**config.mk**
```make
export PLATFORM = sky130hd
export DESIGN_NAME = nnsb_div
export DESIGN_NICKNAME = d
export VERILOG_FILES = /design/src/design/nnsb_div.sv
export SDC_FILE = /design/constraint.sdc
export NUM_CORES = 1
export LEC_CHECK = 0
export BUFFER_PORTS_ARGS = -buffer_cell sky130_fd_sc_hd__clkbuf_2
export CORE_AREA = 2 2 79 81
export DETAILED_ROUTE_END_ITERATION = 10
export DIE_AREA = 0 0 81 83
export HOLD_SLACK_MARGIN = 0.12
export PLACE_DENSITY_LB_ADDON = 0.2
export SLEW_MARGIN = 5
export SYNTH_ARGS = -nofsm -noshare
export SYNTH_HDL_FRONTEND = slang
export SYNTH_SLANG_ARGS = --single-unit
```
**constraint.sdc**
```tcl
create_clock -name clk_i -period 7.1 [get_ports clk_i]
set_input_delay 0.71 -clock clk_i [delete_from_list [all_inputs] [get_ports clk_i]]
set_output_delay 0.71 -clock clk_i [all_outputs]
set_load 0.03 [all_outputs]
```
**src/design/nnsb_div.sv**
```systemverilog
module nnsb_div #(
  parameter int unsigned NUM_W = 19,
  parameter int unsigned DEN_W = 11
) (
  input  logic             clk_i,
  input  logic             rst_ni,
  input  logic             start_i,
  input  logic [NUM_W-1:0] num_i,
  input  logic [DEN_W-1:0] den_i,
  output logic             busy_o,
  output logic [NUM_W-1:0] quot_o
);

  localparam int unsigned CntW = $clog2(NUM_W + 1);

  logic             running_q, running_d;
  logic [CntW-1:0]  cnt_q, cnt_d;
  logic [DEN_W-1:0] rem_q, rem_d;
  logic [DEN_W-1:0] den_q, den_d;
  logic [NUM_W-1:0] quo_q, quo_d;
  logic [DEN_W:0]   shifted;
  logic             fits;

  always_comb begin
    shifted   = {rem_q, quo_q[NUM_W-1]};
    fits      = shifted >= {1'b0, den_q};
    running_d = running_q;
    cnt_d     = cnt_q;
    rem_d     = rem_q;
    den_d     = den_q;
    quo_d     = quo_q;
    if (start_i) begin
      running_d = 1'b1;
      cnt_d     = CntW'(NUM_W);
      rem_d     = '0;
      den_d     = den_i;
      quo_d     = num_i;
    end else if (running_q) begin
      rem_d = fits ? DEN_W'(shifted - {1'b0, den_q}) : DEN_W'(shifted);
      quo_d = {quo_q[NUM_W-2:0], fits};
      cnt_d = cnt_q - CntW'(1);
      if (cnt_q == CntW'(1)) begin
        running_d = 1'b0;
      end
    end
  end

  always_ff @(posedge clk_i or negedge rst_ni) begin
    if (!rst_ni) begin
      running_q <= 1'b0;
      cnt_q     <= '0;
    end else begin
      running_q <= running_d;
      cnt_q     <= cnt_d;
    end
  end

  always_ff @(posedge clk_i) begin
    rem_q <= rem_d;
    den_q <= den_d;
    quo_q <= quo_d;
  end

  assign busy_o = running_q;
  assign quot_o = quo_q;

endmodule

```
==> results.md, run 1 <==
* Worst Reg-to-Reg Cells at 9
* Die footprint at 6720 um^2
* Area grow syn2layout at 15.5%
* Cell variety after synth at 47
* Final setup violation count at 0
* Vert. Die Dim at 83 um
* Largest net degree at the start of global routing at 51
* Global-route wire length before repair at 7850 um
* DRC viols at 0
* GPL Wtd Cong at 0.801
* Worst R2R Start: quot_o[18]$_DFFE_PP_
* Detailed-placement wirelength estimate at 3180 um
* Unrepaired setup endpoints after global routing: no
* Tot GR Track Use at 14.7%
* Post-CTS setup buffers at 0
* Reg-to-reg endpoint: rem_q[0]$_SDFFE_PP0P_
* Crit path capture type: flip-flop
* DRT Wirelength at 4600 um
* Period utilization at 40.2%
* Final setup skew at 0.00966 ns
* Outcome: completed
* Slew Viols, Final at 0
* Chip width at 81 um
* Peak Freq at 350 MHz
* Via density per instance at 5.16
* CP Max Fanout at 16
* Slack of the worst reg-to-reg path at 4.24 ns
* Number of CTS-inserted buffers at 5
* Worst slew pin tran at 0.946 ns
* Setup TNS at 0 ns
* Synth Register Bits at 47
* Worst hold slack at 0.212 ns
* Peak supply drop at 150 uV
* Netlist Area Pre-Place at 2550 um^2
* Final Hold Vio Count at 0
* GRT overflow at 0
* Initial antenna violation count at 0
* Fin nets at 318
* Number of I/O pins at 53
* Final design utilization at 50.6%
* Initial core utilization at 43.8%
* Worst Hold Class: in2async
* Slew HR at 36.9%
* Yosys warnings at 0
* Setup CP Type: reg2reg
* Post-cts gate resize count at 0
* CTS tree: yes
* Most used DFF post-synth: edfxtp_1
* Post-synthesis area per instance at 11.5 um^2
* EDFF count, synth at 30
* Remaining antenna violation count after routing at 0
* Worst Path Required at 7.33 ns
* Power density over the cells at 308 nW/um^2
* Sequential fraction of the synthesis area at 49.9%
* Vias in the first global route at 1789
* Clock Tree Buf Depth at 2
* # port buffers at 52
* Total number of vias at 1791
* Period minus WS final at 2.86 ns
* P_leak at 1.27 nW
* Synth async-reset ratio at 12.8%
* Post-synthesis cell count at 222
* Hold_buf cts at 0
* Row count at 28
* Share of post-route cells with drive strength above 1 at 32.4%
* Net Count, Synth at 269
* CTS Root Cell: clkbuf_8
* Core Area at 5820 um^2
* Crit path DAT at 3.08 ns
* Startpoint Class: flip-flop
* N_diodes at 0
* H-tree levels at 2
* Detailed Route Iter0 Violations at 92
* Max-cap violations at 0
* Clk slew on worst S/H paths at 0.09 ns
* First-pass DRT Iterations at 4
* Clock latency on the worst-skew pair at 0.30 ns
* Clock sinks at 47
* WL/cell at 13.2 um
## critical path, stage by stage (launching register included)
cell,delay (ns)
edfxtp_1,0.35
inv_1,0.06
ha_1,0.22
fa_1,0.44
nor2b_4,0.16
o31ai_4,0.07
a31oi_2,0.28
a211o_1,0.62
mux2_4,0.36
a211oi_2,0.21
## synthesized netlist by cell type (2+ instances only)
| master | n | area, um^2 |
|---|---|---|
| nand2b_1 | 4 | 25.0 |
| dfrtp_1 | 6 | 150 |
| a21oi_1 | 7 | 35.0 |
| o21ai_0 | 6 | 30.0 |
| inv_1 | 19 | 71.3 |
| dfxtp_1 | 11 | 220 |
| nor3b_1 | 2 | 15.0 |
| mux2_2 | 19 | 214 |
| o21a_1 | 5 | 37.5 |
| a211oi_2 | 3 | 37.5 |
| buf_6 | 2 | 22.5 |
| nand2_1 | 10 | 37.5 |
| edfxtp_1 | 30 | 901 |
| nor4b_1 | 2 | 17.5 |
| a211oi_1 | 7 | 52.6 |
| clkbuf_1 | 9 | 33.8 |
| nor3_1 | 3 | 15.0 |
| nor4_1 | 3 | 18.8 |
| xor2_1 | 3 | 26.3 |
| or3_1 | 2 | 12.5 |
| nor4bb_1 | 2 | 20.0 |
| nand3_1 | 3 | 15.0 |
| ha_1 | 13 | 163 |
| nor2_1 | 17 | 63.8 |
| o21ai_1 | 2 | 10.0 |
| mux2i_1 | 6 | 60.1 |
| xnor2_1 | 6 | 52.6 |
## logic make-up after synthesis
family	Yosys count	synth area share [%]
AND/OR/NAND/NOR	55	11.6
flip-flops	47	49.9
AO/OA/AOI/OAI	41	12.0
buffers and inverters	30	5.00
multiplexers	26	11.3
adder cells (fa/ha/maj)	14	7.16
XOR/XNOR	9	3.09
## through the flow
stage | power, mW | std cells | cell area [um^2] | setup WS (ns)
floorplan | 0.678 | 222 | 2550 | 4.54
global placement | 0.745 | 339 | 2860 | 4.34
detailed placement | 0.750 | 339 | 2860 | 4.24
CTS | 0.918 | 347 | 2950 | 4.22
global route | 0.973 | 347 | 2950 | 4.08
finish | 0.908 | 347 | 2950 | 4.24
## per-layer routing
| metal | vias to the layer above | GRT usage, % | wire length, um |
|---|---|---|---|
| li1 | 899 | - | - |
| met5 | - | 0 | 0 |
| met2 | 39 | 23.1 | 2170 |
| met4 | 0 | 5.08 | 91 |
| met3 | 9 | 3.59 | 203 |
| met1 | 844 | 19.7 | 2130 |
## worst max path at each step
stage / to / cells past startpoint / startpoint / slack [ns]
global placement: rem_q[0]$_SDFFE_PP0P_ / 9 / quot_o[18]$_DFFE_PP_ / 4.34
floorplan: rem_q[0]$_SDFFE_PP0P_ / 10 / quot_o[18]$_DFFE_PP_ / 4.54
CTS: rem_q[0]$_SDFFE_PP0P_ / 9 / quot_o[18]$_DFFE_PP_ / 4.22
finish: rem_q[0]$_SDFFE_PP0P_ / 9 / quot_o[18]$_DFFE_PP_ / 4.24
global route: rem_q[0]$_SDFFE_PP0P_ / 9 / quot_o[18]$_DFFE_PP_ / 4.08
detailed placement: rem_q[0]$_SDFFE_PP0P_ / 9 / quot_o[18]$_DFFE_PP_ / 4.24
## cells in the final DEF, fill, tap and decap left out, types with 2 or more instances in the layout
master and instances:
mux2i_1 6, ha_1 13, a211oi_1 7, mux2_2 19, nand3_1 3, nand2_1 10
clkinv_4 2, edfxtp_1 30, inv_1 19, clkbuf_2 52, nor4_1 3, o21a_1 5
nor3b_1 2, dfrtp_1 6, xnor2_1 6, o21ai_0 6, xor2_1 3, clkbuf_8 5
nor4bb_1 2, o21ai_1 2, dfxtp_1 11, nand2b_1 4, a21oi_1 7, a211oi_2 3
nor4b_1 2, or3_1 2, nor3_1 3, nor2_1 17
## cell type report
type | count | area, um^2
clock buffers | 6 | 72.6
clock inverters | 2 | 17.5
fillers | 573 | 2870
inverters | 19 | 71.3
multi-input cells | 145 | 1150
flip-flops and latches | 47 | 1270
well taps | 75 | 93.8
repair buffers | 53 | 268
## where the power goes
part	switching, mW	internal, mW	total [mW]
sequential	0.0319	0.341	0.373
combinational	0.207	0.164	0.371
clock	0.0926	0.0708	0.163
## sequential cells by signal (all words and copies together) (netlist names)
| register | count |
|---|---|
| busy_o | 1 |
| rem_q | 11 |
| cnt_q | 5 |
| quot_o | 19 |
| den_q | 11 |
(Power assumes the default switching activity.)
==> inputs of run 2 (changes only) <==
Clock period 7.1 ns to 2.3 ns, I/O delays scaled along.
==> results.md, run 2 (same netlist as run 1, synthesis figures left out) <==
* Initial antenna violation count at 0
* Cell Count Post-Placement at 350
* Global-route wire length before repair at 8560 um
* CP Max Fanout at 7
* DRT Wirelength at 5160 um
* Peak supply drop at 494 uV
* Worst Reg-to-Reg Cells at 9
* Period utilization at 99.6%
* Switch Pwr at 1.12 mW
* Detailed Route Iter0 Violations at 148
* Final setup violation count at 0
* Initial core utilization at 43.8%
* Setup TNS at 0 ns
* Worst Path Required at 2.48 ns
* Vias in the first global route at 1882
* Unrepaired setup endpoints after global routing: yes
* Clock Tree Buf Depth at 2
* Reg power frac at 37.6%
* Final setup skew at 0.00768 ns
* GPL Wtd Cong at 0.795
* Remaining antenna violation count after routing at 0
* Crit path capture type: flip-flop
* Peak Freq at 437 MHz
* Core Area at 5820 um^2
* Commonest cells after routing, fill and taps aside: 52 x clkbuf_2, 30 x edfxtp_1, 19 x mux2_2
* Post-route cell area at 3290 um^2
* Row count at 28
* GRT overflow at 0
* First-pass DRT Iterations at 4
* Clk slew on worst S/H paths at 0.10 ns
* Via density per instance at 4.94
* Vert. Die Dim at 83 um
* Pint at 1.95 mW
* Non-filler instance count after layout at 376
* Die footprint at 6720 um^2
* Power density over the cells at 933 nW/um^2
* WL/cell at 13.7 um
* Clock latency on the worst-skew pair at 0.30 ns
* Outcome: completed
* Worst Hold Class: in2reg
* Worst hold slack at 0.225 ns
* Startpoint Class: flip-flop
* Clock sinks at 47
* Hold Path Depth at 2
* Most common cell after layout, fill and taps aside: clkbuf_2
* CTS Root Cell: clkbuf_8
* Chip width at 81 um
* Slew HR at 64.3%
* Sw Share at 36.4%
* Slew Viols, Final at 0
* P_leak at 1.42 nW
* # port buffers at 52
* Clock share of power at 17.1%
* Largest net degree at the start of global routing at 29
* Max FFs per register at 19
* Number of CTS-inserted buffers at 5
* Area grow syn2layout at 28.9%
* H-tree levels at 2
* Crit path DAT at 2.47 ns
* CTS tree: yes
* Max-cap violations at 0
* Share of post-route cells with drive strength above 1 at 39.5%
* Worst slew pin tran at 0.536 ns
* DRC viols at 0
* Tot GR Track Use at 16.5%
* Setup CP Type: reg2reg
* Overall power at 3.06 mW
* Slack of the worst reg-to-reg path at 0.01 ns
* DP Area at 2980 um^2
* Comb pwr share at 45.3%
* Number of I/O pins at 53
* Period minus WS final at 2.29 ns
* Detailed-placement wirelength estimate at 3620 um
* Total number of vias at 1859
* Final Hold Vio Count at 0
* Fin nets at 347
* N_diodes at 0
-- run 2: metrics by stage --
step | worst slack, ns | utilization [%]
finish | 0.00991 | 56.5
floorplan | -0.223 | -
detailed placement | -0.133 | 51.2
global placement | -0.0228 | 51.2
CTS | 0.00394 | 56.0
global route | -0.0767 | 56.5
-- run 2: layer usage --
metal  share of wire (%)  wire length, um  global-route usage [%]  vias up
li1                    -                -                       -      954
met4                0.99               51                    4.62        0
met1                  46             2380                    21.4      858
met2                  48             2460                    26.4       43
met3                 5.2              268                    5.11        4
met5                   0                0                       0        -
-- run 2: worst paths after layout --
check | from | to
setup / recovery | den_q[0]$_DFFE_PP_ | rem_q[7]$_SDFFE_PP0P_
hold / removal | num_i[1] | quot_o[1]$_DFFE_PP_
max in group asynchronous | rst_ni | busy_o$_DFF_PN0_
setup reg to reg | den_q[0]$_DFFE_PP_ | rem_q[7]$_SDFFE_PP0P_
min in group asynchronous | rst_ni | cnt_q[1]$_DFFE_PN0P_
hold reg to reg | rem_q[2]$_SDFFE_PP0P_ | rem_q[2]$_SDFFE_PP0P_
-- run 2: cell type report --
class	count	area, um^2
Fill cell	533	2530
Clock buffer	5	68.8
Multi-Input combinational cell	145	1220
Sequential cell	47	1270
Timing Repair Buffer	82	539
Clock inverter	3	22.5
Inverter	19	71.3
Tap cell	75	93.8
-- run 2: repair_timing --
action / 4_1_cts / 5_1_grt
hold endpoints to repair: 17 / 0
setup endpoints to repair: 10 / 11
setup buffers: 4 / 2
hold buffers: 12 / 0
pin swaps: 4 / 9
gates resized for setup: 9 / 3
-- run 2: power by group through the flow --
stage | clock network [mW] | logic (mW) | registers [mW]
after floorplan | 0 | 0.874 | 1.25
after global placement | 0 | 1.25 | 1.17
after detailed placement | 0 | 1.26 | 1.17
after CTS | 0.546 | 1.36 | 1.15
after global routing | 0.587 | 1.53 | 1.17
final | 0.523 | 1.39 | 1.15
-- run 2: critical path: stages (launching register included) --
cell	delay, ns
edfxtp_1	0.43
ha_4	0.19
fa_2	0.42
nor2b_4	0.17
o31ai_4	0.07
a31oi_2	0.23
a211o_4	0.22
buf_6	0.14
mux2i_1	0.21
a211oi_2	0.08
